$ cat config.mk
export PLATFORM = sky130hd
export DESIGN_NAME = suffix_prefix_overlap_search_flat
export DESIGN_NICKNAME = d
export VERILOG_FILES = /design/src/hdl/sopo_pkg.sv /design/src/hdl/sopo_word_if.sv /design/src/hdl/sopo_result_if.sv /design/src/hdl/sopo_ctrl.sv /design/src/hdl/sopo_datapath.sv /design/src/hdl/suffix_prefix_overlap_search.sv /design/src/flat_wrapper.sv
export SDC_FILE = /design/constraint.sdc
export NUM_CORES = 2
export LEC_CHECK = 0
export ABC_AREA = 0
export ABC_CLOCK_PERIOD_IN_PS = 17600
export BUFFER_PORTS_ARGS = -buffer_cell sky130_fd_sc_hd__buf_2
export CORE_MARGIN = 4
export CORE_UTILIZATION = 40
export DETAILED_ROUTE_END_ITERATION = 8
export PLACE_DENSITY = 0.62
export SYNTH_ARGS = -nofsm -noshare
export SYNTH_HDL_FRONTEND = slang
export SYNTH_HIERARCHICAL = 1
export SYNTH_SLANG_ARGS = --single-unit
export TNS_END_PERCENT = 10
$ cat constraint.sdc
create_clock -name clk -period 17.6 [get_ports clk]
set_clock_uncertainty 0.2 [all_clocks]
set_input_delay 3.52 -clock clk [delete_from_list [all_inputs] [get_ports clk]]
set_output_delay 3.52 -clock clk [all_outputs]
set_load 0.03 [all_outputs]
$ cat src/hdl/sopo_pkg.sv
`timescale 1ns / 1ps
package sopo_pkg;

    localparam int MAX_LEN_DEFAULT = 256;
    localparam int CFG_IDX_W = 1;
    localparam int CFG_DATA_W = 16;

    localparam logic [CFG_IDX_W-1:0] CFG_MIN_OVERLAP = 1'b0;
    localparam logic [CFG_IDX_W-1:0] CFG_MISMATCH_RATE = 1'b1;

    localparam logic [8:0] MIN_OVERLAP_RESET = 9'd10;
    localparam logic [15:0] MISMATCH_RATE_RESET = 16'd1311;

    typedef enum logic [2:0] {
        ST_IDLE,
        ST_START,
        ST_TEST,
        ST_SCAN,
        ST_MUL,
        ST_JUDGE,
        ST_OUT
    } ctrl_state_t;

    typedef struct packed {
        logic in_ready;
        logic init_len;
        logic start_scan;
        logic scan_issue;
        logic mul;
        logic next_len;
        logic set_found;
        logic set_none;
        logic out_load;
    } ctrl_cmd_t;

    typedef struct packed {
        logic search_req;
        logic len_lt_shorter;
        logic scan_done;
        logic accept_ok;
        logic out_free;
    } ctrl_status_t;

endpackage

$ cat src/hdl/sopo_word_if.sv
`timescale 1ns / 1ps
interface sopo_word_if;
    logic        valid;
    logic        ready;
    logic        which_sequence;
    logic [7:0]  base;
    logic        last;
    logic [9:0]  clip_count;
    logic [30:0] clip_position;
    logic [8:0]  local_clip_position;
    logic [15:0] reference_id;

    modport source
    (
        output valid, which_sequence, base, last, clip_count, clip_position,
               local_clip_position, reference_id,
        input  ready
    );
    modport sink
    (
        input  valid, which_sequence, base, last, clip_count, clip_position,
               local_clip_position, reference_id,
        output ready
    );
endinterface

$ cat src/hdl/sopo_result_if.sv
`timescale 1ns / 1ps
interface sopo_result_if;
    logic              valid;
    logic              ready;
    logic              found;
    logic [7:0]        overlap_length;
    logic [7:0]        mismatch_count;
    logic [15:0]       result_reference;
    logic [30:0]       first_clip_position;
    logic [30:0]       second_clip_position;
    logic [9:0]        first_clip_count;
    logic [9:0]        second_clip_count;
    logic signed [9:0] estimated_length;

    modport source
    (
        output valid, found, overlap_length, mismatch_count, result_reference,
               first_clip_position, second_clip_position, first_clip_count,
               second_clip_count, estimated_length,
        input  ready
    );
    modport sink
    (
        input  valid, found, overlap_length, mismatch_count, result_reference,
               first_clip_position, second_clip_position, first_clip_count,
               second_clip_count, estimated_length,
        output ready
    );
endinterface

$ cat src/hdl/sopo_ctrl.sv
`timescale 1ns / 1ps
module sopo_ctrl
(
    input  logic                  clk,
    input  logic                  rst_n,
    input  sopo_pkg::ctrl_status_t status,
    output sopo_pkg::ctrl_cmd_t    cmd
);
    import sopo_pkg::*;

    ctrl_state_t state_reg;
    ctrl_state_t state_next;

    always_ff @(posedge clk or negedge rst_n)
    begin
        if (!rst_n)
        begin
            state_reg <= ST_IDLE;
        end
        else
        begin
            state_reg <= state_next;
        end
    end

    always_comb
    begin
        state_next = state_reg;
        case (state_reg)
            ST_IDLE:
            begin
                if (status.search_req)
                begin
                    state_next = ST_START;
                end
            end
            ST_START:
            begin
                state_next = ST_TEST;
            end
            ST_TEST:
            begin
                state_next = status.len_lt_shorter ? ST_SCAN : ST_OUT;
            end
            ST_SCAN:
            begin
                if (status.scan_done)
                begin
                    state_next = ST_MUL;
                end
            end
            ST_MUL:
            begin
                state_next = ST_JUDGE;
            end
            ST_JUDGE:
            begin
                state_next = status.accept_ok ? ST_OUT : ST_TEST;
            end
            ST_OUT:
            begin
                if (status.out_free)
                begin
                    state_next = ST_IDLE;
                end
            end
            default:
            begin
                state_next = ST_IDLE;
            end
        endcase
    end

    always_comb
    begin
        cmd = '0;
        case (state_reg)
            ST_IDLE:
            begin
                cmd.in_ready = 1'b1;
            end
            ST_START:
            begin
                cmd.init_len = 1'b1;
            end
            ST_TEST:
            begin
                cmd.start_scan = status.len_lt_shorter;
                cmd.set_none = !status.len_lt_shorter;
            end
            ST_SCAN:
            begin
                cmd.scan_issue = !status.scan_done;
            end
            ST_MUL:
            begin
                cmd.mul = 1'b1;
            end
            ST_JUDGE:
            begin
                cmd.set_found = status.accept_ok;
                cmd.next_len = !status.accept_ok;
            end
            ST_OUT:
            begin
                cmd.out_load = status.out_free;
            end
            default:
            begin
                cmd = '0;
            end
        endcase
    end
endmodule

$ cat src/hdl/sopo_datapath.sv
`timescale 1ns / 1ps
module sopo_datapath
#(
    parameter int MAX_LEN = sopo_pkg::MAX_LEN_DEFAULT
)
(
    input  logic                            clk,
    input  logic                            rst_n,
    input  logic                            cfg_write,
    input  logic [sopo_pkg::CFG_IDX_W-1:0]  cfg_index,
    input  logic [sopo_pkg::CFG_DATA_W-1:0] cfg_data,
    sopo_word_if.sink                       in_word,
    sopo_result_if.source                   result,
    input  sopo_pkg::ctrl_cmd_t             cmd,
    output sopo_pkg::ctrl_status_t          status
);
    import sopo_pkg::*;

    localparam int AW = $clog2(MAX_LEN);
    localparam int LW = $clog2(MAX_LEN + 1);
    localparam int CW = (LW > 9) ? LW : 9;
    localparam int PA_W = CW + 13;
    localparam int PB_W = CW + 16;
    localparam int CMP_W = PA_W + 16;

    logic [8:0]  min_overlap_reg;
    logic [15:0] rate_reg;

    logic [7:0] first_mem [MAX_LEN];
    logic [7:0] second_mem [MAX_LEN];
    logic [7:0] rd1_reg;
    logic [7:0] rd2_reg;

    logic [LW-1:0] len1_reg;
    logic [LW-1:0] len2_reg;
    logic          done1_reg;
    logic          done2_reg;

    logic [9:0]  cc1_reg;
    logic [9:0]  cc2_reg;
    logic [30:0] cp1_reg;
    logic [30:0] cp2_reg;
    logic [8:0]  lc1_reg;
    logic [8:0]  lc2_reg;
    logic [15:0] ref1_reg;

    logic [CW-1:0]   len_reg;
    logic [CW-1:0]   k_reg;
    logic [CW-1:0]   miss_reg;
    logic            pend_reg;
    logic [12:0]     sumc_reg;
    logic            zclip_reg;
    logic [PA_W-1:0] prod_a_reg;
    logic [PB_W-1:0] prod_b_reg;
    logic            found_reg;

    logic                     out_valid_reg;
    logic                     out_found_reg;
    logic [7:0]               out_len_reg;
    logic [7:0]               out_miss_reg;
    logic [15:0]              out_ref_reg;
    logic [30:0]              out_cp1_reg;
    logic [30:0]              out_cp2_reg;
    logic [9:0]               out_cc1_reg;
    logic [9:0]               out_cc2_reg;
    logic signed [9:0]        out_est_reg;

    logic          fire;
    logic [LW-1:0] cur_len;
    logic          cur_done;
    logic [LW-1:0] eff_len;
    logic          wr_en;
    logic [LW-1:0] new_len;
    logic [LW-1:0] shorter;
    logic [CW-1:0] addr1_full;
    logic [AW-1:0] addr1;
    logic [AW-1:0] addr2;
    logic [9:0]    cc_min;
    logic [9:0]    cc_max;
    logic [CMP_W-1:0] lhs;
    logic [CMP_W-1:0] rhs;
    logic signed [15:0] est_wide;
    logic signed [9:0]  est_sat;

    assign in_word.ready = cmd.in_ready;
    assign fire = in_word.valid && cmd.in_ready;

    assign cur_len = in_word.which_sequence ? len2_reg : len1_reg;
    assign cur_done = in_word.which_sequence ? done2_reg : done1_reg;
    assign eff_len = cur_done ? '0 : cur_len;
    assign wr_en = fire && (eff_len < LW'(MAX_LEN));
    assign new_len = wr_en ? eff_len + 1'b1 : eff_len;

    assign shorter = (len1_reg < len2_reg) ? len1_reg : len2_reg;
    assign addr1_full = CW'(len1_reg) - len_reg + k_reg;
    assign addr1 = addr1_full[AW-1:0];
    assign addr2 = k_reg[AW-1:0];

    assign cc_min = (cc1_reg < cc2_reg) ? cc1_reg : cc2_reg;
    assign cc_max = (cc1_reg < cc2_reg) ? cc2_reg : cc1_reg;

    assign lhs = {prod_a_reg, 16'd0};
    assign rhs = CMP_W'({prod_b_reg, 2'b00}) + CMP_W'(prod_b_reg);

    assign est_wide = $signed(16'(len_reg)) - $signed(16'(lc1_reg)) - $signed(16'(lc2_reg));
    assign est_sat = (est_wide < -16'sd512) ? -10'sd512 :
                     (est_wide > 16'sd511) ? 10'sd511 : est_wide[9:0];

    assign status.search_req = fire && in_word.which_sequence && in_word.last;
    assign status.len_lt_shorter = len_reg < CW'(shorter);
    assign status.scan_done = (k_reg == len_reg);
    assign status.accept_ok = zclip_reg || (miss_reg == '0) || (lhs < rhs);
    assign status.out_free = !out_valid_reg || result.ready;

    // character stores
    always_ff @(posedge clk)
    begin
        if (wr_en && !in_word.which_sequence)
        begin
            first_mem[eff_len[AW-1:0]] <= in_word.base;
        end
        if (wr_en && in_word.which_sequence)
        begin
            second_mem[eff_len[AW-1:0]] <= in_word.base;
        end
        rd1_reg <= first_mem[addr1];
        rd2_reg <= second_mem[addr2];
    end

    always_ff @(posedge clk or negedge rst_n)
    begin
        if (!rst_n)
        begin
            min_overlap_reg <= MIN_OVERLAP_RESET;
            rate_reg <= MISMATCH_RATE_RESET;
        end
        else if (cfg_write)
        begin
            case (cfg_index)
                CFG_MIN_OVERLAP:   min_overlap_reg <= cfg_data[8:0];
                CFG_MISMATCH_RATE: rate_reg <= cfg_data[15:0];
                default:           rate_reg <= rate_reg;
            endcase
        end
    end

    // sequence lengths and metadata
    always_ff @(posedge clk or negedge rst_n)
    begin
        if (!rst_n)
        begin
            len1_reg <= '0;
            len2_reg <= '0;
            done1_reg <= 1'b0;
            done2_reg <= 1'b0;
            cc1_reg <= '0;
            cc2_reg <= '0;
            cp1_reg <= '0;
            cp2_reg <= '0;
            lc1_reg <= '0;
            lc2_reg <= '0;
            ref1_reg <= '0;
        end
        else if (fire)
        begin
            if (in_word.which_sequence)
            begin
                len2_reg <= new_len;
                done2_reg <= in_word.last;
                if (in_word.last)
                begin
                    cc2_reg <= in_word.clip_count;
                    cp2_reg <= in_word.clip_position;
                    lc2_reg <= in_word.local_clip_position;
                end
            end
            else
            begin
                len1_reg <= new_len;
                done1_reg <= in_word.last;
                if (in_word.last)
                begin
                    cc1_reg <= in_word.clip_count;
                    cp1_reg <= in_word.clip_position;
                    lc1_reg <= in_word.local_clip_position;
                    ref1_reg <= in_word.reference_id;
                end
            end
        end
    end

    // search datapath
    always_ff @(posedge clk or negedge rst_n)
    begin
        if (!rst_n)
        begin
            len_reg <= '0;
            k_reg <= '0;
            miss_reg <= '0;
            pend_reg <= 1'b0;
            sumc_reg <= '0;
            zclip_reg <= 1'b0;
            prod_a_reg <= '0;
            prod_b_reg <= '0;
            found_reg <= 1'b0;
        end
        else
        begin
            pend_reg <= cmd.scan_issue;
            if (cmd.init_len)
            begin
                len_reg <= CW'(min_overlap_reg);
                sumc_reg <= 13'({cc_min, 2'b00}) + 13'(cc_max);
                zclip_reg <= (cc_min == '0) && (cc_max == '0);
            end
            else if (cmd.next_len)
            begin
                len_reg <= len_reg + 1'b1;
            end
            if (cmd.start_scan)
            begin
                k_reg <= '0;
                miss_reg <= '0;
            end
            else
            begin
                if (cmd.scan_issue)
                begin
                    k_reg <= k_reg + 1'b1;
                end
                if (pend_reg && (rd1_reg != rd2_reg))
                begin
                    miss_reg <= miss_reg + 1'b1;
                end
            end
            if (cmd.mul)
            begin
                prod_a_reg <= PA_W'(miss_reg - 1'b1) * PA_W'(sumc_reg);
                prod_b_reg <= PB_W'(len_reg) * PB_W'(rate_reg);
            end
            if (cmd.set_found)
            begin
                found_reg <= 1'b1;
            end
            else if (cmd.set_none)
            begin
                found_reg <= 1'b0;
            end
        end
    end

    // output word register
    always_ff @(posedge clk or negedge rst_n)
    begin
        if (!rst_n)
        begin
            out_valid_reg <= 1'b0;
        end
        else if (cmd.out_load)
        begin
            out_valid_reg <= 1'b1;
        end
        else if (result.ready)
        begin
            out_valid_reg <= 1'b0;
        end
    end

    always_ff @(posedge clk)
    begin
        if (cmd.out_load)
        begin
            out_found_reg <= found_reg;
            out_len_reg <= found_reg ? len_reg[7:0] : '0;
            out_miss_reg <= found_reg ? miss_reg[7:0] : '0;
            out_ref_reg <= found_reg ? ref1_reg : '0;
            out_cp1_reg <= found_reg ? cp1_reg : '0;
            out_cp2_reg <= found_reg ? cp2_reg : '0;
            out_cc1_reg <= found_reg ? cc1_reg : '0;
            out_cc2_reg <= found_reg ? cc2_reg : '0;
            out_est_reg <= found_reg ? est_sat : '0;
        end
    end

    assign result.valid = out_valid_reg;
    assign result.found = out_found_reg;
    assign result.overlap_length = out_len_reg;
    assign result.mismatch_count = out_miss_reg;
    assign result.result_reference = out_ref_reg;
    assign result.first_clip_position = out_cp1_reg;
    assign result.second_clip_position = out_cp2_reg;
    assign result.first_clip_count = out_cc1_reg;
    assign result.second_clip_count = out_cc2_reg;
    assign result.estimated_length = out_est_reg;
endmodule

$ cat src/hdl/suffix_prefix_overlap_search.sv
`timescale 1ns / 1ps
// Loads two sequences one character word per cycle (which_sequence selects the
// store; last latches that sequence's metadata and ends it) and, on the last
// word of the second sequence, searches overlap lengths L upward from
// min_overlap_length while L is below the shorter length, returning one result
// word. The search walks both character memories one read port each, one
// character per cycle; each tried length L goes through setup, L reads plus one
// for the read latency, product and verdict. A start step comes before the
// search and a result load after it (after a final length test when no length
// is accepted); the result load waits while an earlier result word is still
// held, and input is held off while the search runs. Configure only while idle.
module suffix_prefix_overlap_search
#(
    parameter int MAX_LEN = sopo_pkg::MAX_LEN_DEFAULT
)
(
    input  logic                            clk,
    input  logic                            rst_n,
    input  logic                            cfg_write,
    input  logic [sopo_pkg::CFG_IDX_W-1:0]  cfg_index,
    input  logic [sopo_pkg::CFG_DATA_W-1:0] cfg_data,
    sopo_word_if.sink                       in_word,
    sopo_result_if.source                   result
);
    import sopo_pkg::*;

    ctrl_cmd_t    cmd;
    ctrl_status_t status;

    sopo_ctrl u_ctrl
    (
        .clk    (clk),
        .rst_n  (rst_n),
        .status (status),
        .cmd    (cmd)
    );

    sopo_datapath #(.MAX_LEN(MAX_LEN)) u_datapath
    (
        .clk       (clk),
        .rst_n     (rst_n),
        .cfg_write (cfg_write),
        .cfg_index (cfg_index),
        .cfg_data  (cfg_data),
        .in_word   (in_word),
        .result    (result),
        .cmd       (cmd),
        .status    (status)
    );
endmodule
$ cat src/flat_wrapper.sv
// flat-port wrapper written by rule: the top's interface ports become plain ports
module suffix_prefix_overlap_search_flat import sopo_pkg::*;
#(
    parameter int MAX_LEN = sopo_pkg::MAX_LEN_DEFAULT
)
  (clk, rst_n, cfg_write, cfg_index, cfg_data, in_word_valid, in_word_which_sequence, in_word_base, in_word_last, in_word_clip_count, in_word_clip_position, in_word_local_clip_position, in_word_reference_id, in_word_ready, result_valid, result_found, result_overlap_length, result_mismatch_count, result_result_reference, result_first_clip_position, result_second_clip_position, result_first_clip_count, result_second_clip_count, result_estimated_length, result_ready);
  sopo_word_if in_word_i ();
  sopo_result_if result_i ();
  input  logic clk;
  input  logic rst_n;
  input  logic cfg_write;
  input  logic [sopo_pkg::CFG_IDX_W-1:0] cfg_index;
  input  logic [sopo_pkg::CFG_DATA_W-1:0] cfg_data;
  input wire logic [$bits(in_word_i.valid)-1:0] in_word_valid;
  input wire logic [$bits(in_word_i.which_sequence)-1:0] in_word_which_sequence;
  input wire logic [$bits(in_word_i.base)-1:0] in_word_base;
  input wire logic [$bits(in_word_i.last)-1:0] in_word_last;
  input wire logic [$bits(in_word_i.clip_count)-1:0] in_word_clip_count;
  input wire logic [$bits(in_word_i.clip_position)-1:0] in_word_clip_position;
  input wire logic [$bits(in_word_i.local_clip_position)-1:0] in_word_local_clip_position;
  input wire logic [$bits(in_word_i.reference_id)-1:0] in_word_reference_id;
  output wire logic [$bits(in_word_i.ready)-1:0] in_word_ready;
  output wire logic [$bits(result_i.valid)-1:0] result_valid;
  output wire logic [$bits(result_i.found)-1:0] result_found;
  output wire logic [$bits(result_i.overlap_length)-1:0] result_overlap_length;
  output wire logic [$bits(result_i.mismatch_count)-1:0] result_mismatch_count;
  output wire logic [$bits(result_i.result_reference)-1:0] result_result_reference;
  output wire logic [$bits(result_i.first_clip_position)-1:0] result_first_clip_position;
  output wire logic [$bits(result_i.second_clip_position)-1:0] result_second_clip_position;
  output wire logic [$bits(result_i.first_clip_count)-1:0] result_first_clip_count;
  output wire logic [$bits(result_i.second_clip_count)-1:0] result_second_clip_count;
  output wire logic [$bits(result_i.estimated_length)-1:0] result_estimated_length;
  input wire logic [$bits(result_i.ready)-1:0] result_ready;
  assign in_word_i.valid = in_word_valid;
  assign in_word_i.which_sequence = in_word_which_sequence;
  assign in_word_i.base = in_word_base;
  assign in_word_i.last = in_word_last;
  assign in_word_i.clip_count = in_word_clip_count;
  assign in_word_i.clip_position = in_word_clip_position;
  assign in_word_i.local_clip_position = in_word_local_clip_position;
  assign in_word_i.reference_id = in_word_reference_id;
  assign in_word_ready = in_word_i.ready;
  assign result_valid = result_i.valid;
  assign result_found = result_i.found;
  assign result_overlap_length = result_i.overlap_length;
  assign result_mismatch_count = result_i.mismatch_count;
  assign result_result_reference = result_i.result_reference;
  assign result_first_clip_position = result_i.first_clip_position;
  assign result_second_clip_position = result_i.second_clip_position;
  assign result_first_clip_count = result_i.first_clip_count;
  assign result_second_clip_count = result_i.second_clip_count;
  assign result_estimated_length = result_i.estimated_length;
  assign result_i.ready = result_ready;
  suffix_prefix_overlap_search #(.MAX_LEN(MAX_LEN)) u_core (.clk(clk), .rst_n(rst_n), .cfg_write(cfg_write), .cfg_index(cfg_index), .cfg_data(cfg_data), .in_word(in_word_i), .result(result_i));
endmodule
# Word-level counts from Yosys, hierarchy flattened
# Memory sizes are Yosys's and may differ from the RTL's. A register that Yosys moved wholly into a read port is not among the register bits.
# Index checks and enable logic that the tools add are counted.
[word_totals]
mem_count = 2
ram_bits = 4096
input_bits = 98
register_bits = 380
wordCells = 140
[classes]
n_bitwise = 3
n_mux = 37
n_lt_le_gt_ge = 7
n_reduce_logical = 33
n_eq_ne = 11
n_addsub = 11
mul = 2
[memory_table]
columns = ["name", "words", "word_bits", "read_ports", "rd_ports_with_merged_regs", "wr", "line", "text"]
rows = [
  ["u_core.u_datapath.first_mem", 256, 8, 1, 1, 1, "sopo_datapath.sv:29", "logic [7:0] first_mem [MAX_LEN];"],
  ["u_core.u_datapath.second_mem", 256, 8, 1, 1, 1, "sopo_datapath.sv:30", "logic [7:0] second_mem [MAX_LEN];"],
]
[op_table]
columns = ["cell", "count"]
rows = [
  ["9-bit 2-to-1 mux", 10],
  ["10-bit 2-to-1 mux", 4],
  ["38-bit by 28-bit < comparator with 1-bit output", 1],
  ["9-bit by 1-bit adder with 9-bit output, second input constant", 4],
  ["27-bit by 25-bit adder with 28-bit output", 1],
  ["9-bit by 16-bit multiplier with 25-bit output", 1],
  ["10-bit by 14-bit multiplier with 22-bit output", 1],
  ["3-bit case mux with 7 select lines", 1],
  ["10-bit zero test", 2],
  ["9-bit < comparator", 2],
  ["1-bit 2-to-1 mux", 16],
  ["3-bit 2-to-1 mux", 5],
  ["12-bit by 10-bit adder with 13-bit output", 1],
  ["11-bit by 10-bit > comparator with 1-bit output, second input constant", 1],
  ["11-bit by 10-bit < comparator with 1-bit output, second input constant", 1],
  ["10-bit by 10-bit subtractor with 11-bit output", 1],
  ["10-bit < comparator", 1],
  ["2-bit nonzero test", 5],
  ["9-bit by 1-bit subtractor with 10-bit output, second input constant", 1],
  ["9-bit by 9-bit subtractor with 10-bit output", 1],
  ["3-bit == test, second input constant", 3],
  ["9-bit == test", 1],
  ["9-bit zero test", 1],
  ["9-bit < comparator, second input constant", 1],
  ["other kinds (16)", 38],
]

# Logic depth before layout (Yosys ltp)
[logic_depth]
depth_word = 7
ltp_mapped = 27
depth_no_buf = 25

# Cells and area by module
# The synthesis kept the hierarchy.
[modules_own_cells]
columns = ["mod", "instances", "cells_per_inst", "area_per_inst_um2", "seq_area_each_um2"]
rows = [
  ["sopo_datapath", 1, 9387, 185626.8, 133389.2],
  ["sopo_ctrl", 1, 30, 249.0, 75.1],
]

# Worst setup path before layout
# OpenSTA, ideal clock, no wires.
[synth_timing]
path_type = "input port to flip-flop"
startpoint = "in result_ready"
endpoint = "reg u_core.u_datapath.out_est_reg[0], in the netlist u_core/u_datapath/result.estimated_length[0], enable pin"
path_buffers = 0
path_stages = 3
setup_slack_ns = 3.829
t_required_ns = 16.611
arrival_ns = 12.783
cell_sequence = "nand2b_1 > nand2_1 > nor3b_1"
[synth_lines]
columns = ["item", "line", "text"]
rows = [
  ["start, declared", "flat_wrapper.sv:33", "input wire logic [$bits(result_i.ready)-1:0] result_ready;"],
  ["end signal, assigned", "sopo_datapath.sv:281", "out_est_reg <= found_reg ? est_sat : '0;"],
  ["end, declared", "sopo_datapath.sv:66", "logic signed [9:0] out_est_reg;"],
]

# Worst setup path in the final report
[layout_timing]
startpoint = "reg u_core.u_datapath.k_reg[1]"
endpoint = "reg u_core.u_datapath.rd1_reg[4] (read register of u_core.u_datapath.first_mem)"
[layout_via]
elab_chain_len = 1
[layout_rtl]
columns = ["item", "line", "text"]
rows = [
  ["start, declared", "sopo_datapath.sv:48", "logic [CW-1:0] k_reg;"],
  ["start signal, assigned", "sopo_datapath.sv:229", "k_reg <= k_reg + 1'b1;"],
  ["8-bit adder", "sopo_datapath.sv:95", "assign addr1_full = CW'(len1_reg) - len_reg + k_reg;"],
  ["end, declared", "sopo_datapath.sv:31", "logic [7:0] rd1_reg;"],
]
# Every way passes these cells.
# A chain may end at the register's enable or synchronous reset.

==> metrics.txt <==
Synth Flop Type=edfxtp_1; DR iter-0 viols=11,760; synth warn=6; Peak Freq=between 100 and 150 MHz; CP startpoint kind=flop; Final #Nets=10,235; CP Capture Type=flop; Max stage delay on crit path=1380 ps; Seq cells post-synth=4,492; DIE AREA=476,000 um^2; RSZ-0062 raised after global routing=false; Final period util=0.436; H-tree levels=5; largest cells by area after synthesis=edfxtp_1 (68%), mux4_2 (15%), dfrtp_1 (3.3%), fa_1 (2.1%), ha_1 (1.4%); Yosys cell types=84; drt total wl=475 mm; Final Worst Setup Slack=9930 ps; Syn-to-layout area delta=12.5%; multi-input logic area=49,300 um^2; CTS resizes=0; CTS root buf=clkbuf_16; antenna violations before repair=35; WP buf/inv=4; num rows=250; Post-Syn Instances=around 9,400; first-pass detailed-route iteration total=6; outcome=finished, final reports clean; vias in the first global route=94,117; gr ovfl total=0; Clk Latency, worst-skew pair=1040 ps; crit-path max FO=between 70 and 80; share of the synthesized area in the top cell type=0.682; clk sinks=4,492; # hold bufs at CTS=0; Synth async-reset ratio=0.0568; vias=93,514; Num CTS Buffers=between 400 and 500; # port buffers=224; Crit path required time=18,310 ps; core box area=about 460,000 um^2; layout cells sized above 1=0.256; sequential cell area=around 130,000 um^2; MaxCap Viol Count=0; via/cell ratio=5.74; max_slew headroom=0.118; Cell Area, Synth=about 190,000 um^2; Final Hold Viols=0; largest area contributor in the netlist=edfxtp_1; Post-CTS Setup Repair Bufs=0; Min Clock Period, post-route=7670 ps; number of remaining DRC errors=0; HPWL after DPL=291 mm; slowest CP cell=fa_4; syn nets=9,922; Avg Synthesized Cell Area=19.7 um^2; IO Pins=225; clk slew on worst S/H paths=60 ps; CP cell instances=inv_1 -> fa_1 -> inv_1 -> fa_4 -> buf_4 -> buf_4 -> mux4_2 -> mux4_2 -> mux2_2 -> o221ai_1 -> mux2i_1 -> mux2_2; Filler Cell Count=38,301; CTS Buffer Depth=4; Initial Util=0.401; cell count after placement=15,464; dpl ws=9370 ps; CTS tree=done; number of flops mapped to enable cells by yosys=4,221; Final setup viols=0; HP Class=reg2reg; GRT Total Usage=0.198; Slew Viols, Final=0; die height=roughly 700 um; count leader, synth=edfxtp_1; largest net degree at the start of global routing=160; crit path kind=reg2reg; CP arrival=between 8000 and 9000 ps; Worst-Margin Slew=1310 ps; Fin Setup TNS=0 ps; global placement routability congestion=0.861; Finished Layout Cells=16,296; critical path's top delay family=adder cells; sequential share of the synthesized area=0.718; die width=690 um; antenna viol nets, final=0; Avg WL per Cell=around 30 um; top post-synthesis cells by count=edfxtp_1 (4,221), mux4_2 (1,268), nor2_1 (631), nand2_1 (521), clkbuf_1 (313); global-route wire length before repair=approximately 690 mm
==> cell type report <==
type | instances | share of cell area
antenna | 10 | 0.000120
clock buffer | 508 | 0.0544
clock inverter | 314 | 0.0165
inverter | 309 | 0.00558
multi-input combinational | 4105 | 0.236
sequential | 4492 | 0.638
tap | 6174 | 0.0369
timing repair buffer | 384 | 0.0124
==> layer usage <==
metal,share of wire,global-route usage,up-vias
li1,-,-,38224
met3,0.085,0.0356,755
met4,0.031,0.0595,6
met5,0.000086,0,-
met2,0.48,0.314,4673
met1,0.41,0.282,49856
==> cell families after synthesis <==
logic type,Yosys count,synth area share
flops,4492,0.718
simple gates,1632,0.0389
mux,1499,0.167
buf+inv,820,0.0184
compound gates,445,0.0161
fa+ha+maj,407,0.0354
xor+xnor,122,0.00575
==> worst reg2reg max path: stages, from the launching register on <==
cell	delay (ps)
dfrtp_4	1150
inv_1	260
fa_1	550
inv_1	70
fa_4	1380
buf_4	720
buf_4	860
mux4_2	530
mux4_2	530
mux2_2	290
o221ai_1	380
mux2i_1	300
mux2_2	340
==> cell usage in the layout, fill, tap and decap left out, types with 41 or more instances in the layout <==
| master | instances |
|---|---|
| mux2_2 | 157 |
| edfxtp_1 | 4221 |
| clkinv_1 | 87 |
| clkinv_2 | 94 |
| fa_1 | 196 |
| bufinv_16 | 59 |
| xnor2_1 | 67 |
| buf_2 | 215 |
| inv_1 | 303 |
| clkbuf_16 | 440 |
| o21ai_0 | 108 |
| buf_4 | 146 |
| nand3_1 | 56 |
| mux2i_1 | 71 |
| dfrtp_1 | 241 |
| clkbuf_1 | 53 |
| mux4_2 | 1268 |
| nand2_1 | 505 |
| ha_1 | 209 |
| and2_1 | 210 |
| a21oi_1 | 85 |
| xor2_1 | 50 |
| nor2_1 | 627 |
| a21o_1 | 41 |
==> stage by stage <==
stage          instance area [um^2]  hold slack [ps]   util
3_5_place_dp                 194000              254  0.419
6_report                     209000              268  0.451
2_1_floorplan                186000              223      -
4_1_cts                      209000              271  0.451
5_1_grt                      209000              288  0.451
3_3_place_gp                 194000              251  0.419
==> worst paths after layout <==
| kind | from | end | slack, ps | depth (start not counted) |
|---|---|---|---|---|
| max | u_core/u_datapath/k_reg[1] | u_core/u_datapath/rd1_reg[4] | 9930 | 12 |
| min | u_core/u_datapath/cp2_reg[1] | u_core/u_datapath/cp2_reg[1] | 270 | 2 |
| max reg2reg | u_core/u_datapath/k_reg[1] | u_core/u_datapath/rd1_reg[4] | 9930 | 12 |
| min reg2reg | u_core/u_datapath/cp2_reg[1] | u_core/u_datapath/cp2_reg[1] | 270 | 2 |
| max in group asynchronous | rst_n | u_core/u_datapath/cp2_reg[19] | 12720 | 3 |
| min in group asynchronous | rst_n | u_core/u_datapath/prod_a_reg[21] | 2190 | 1 |
Power is left out: the tool's default activity adds up to more than one toggle a clock period on the data nets, which glitch-free logic cannot reach.
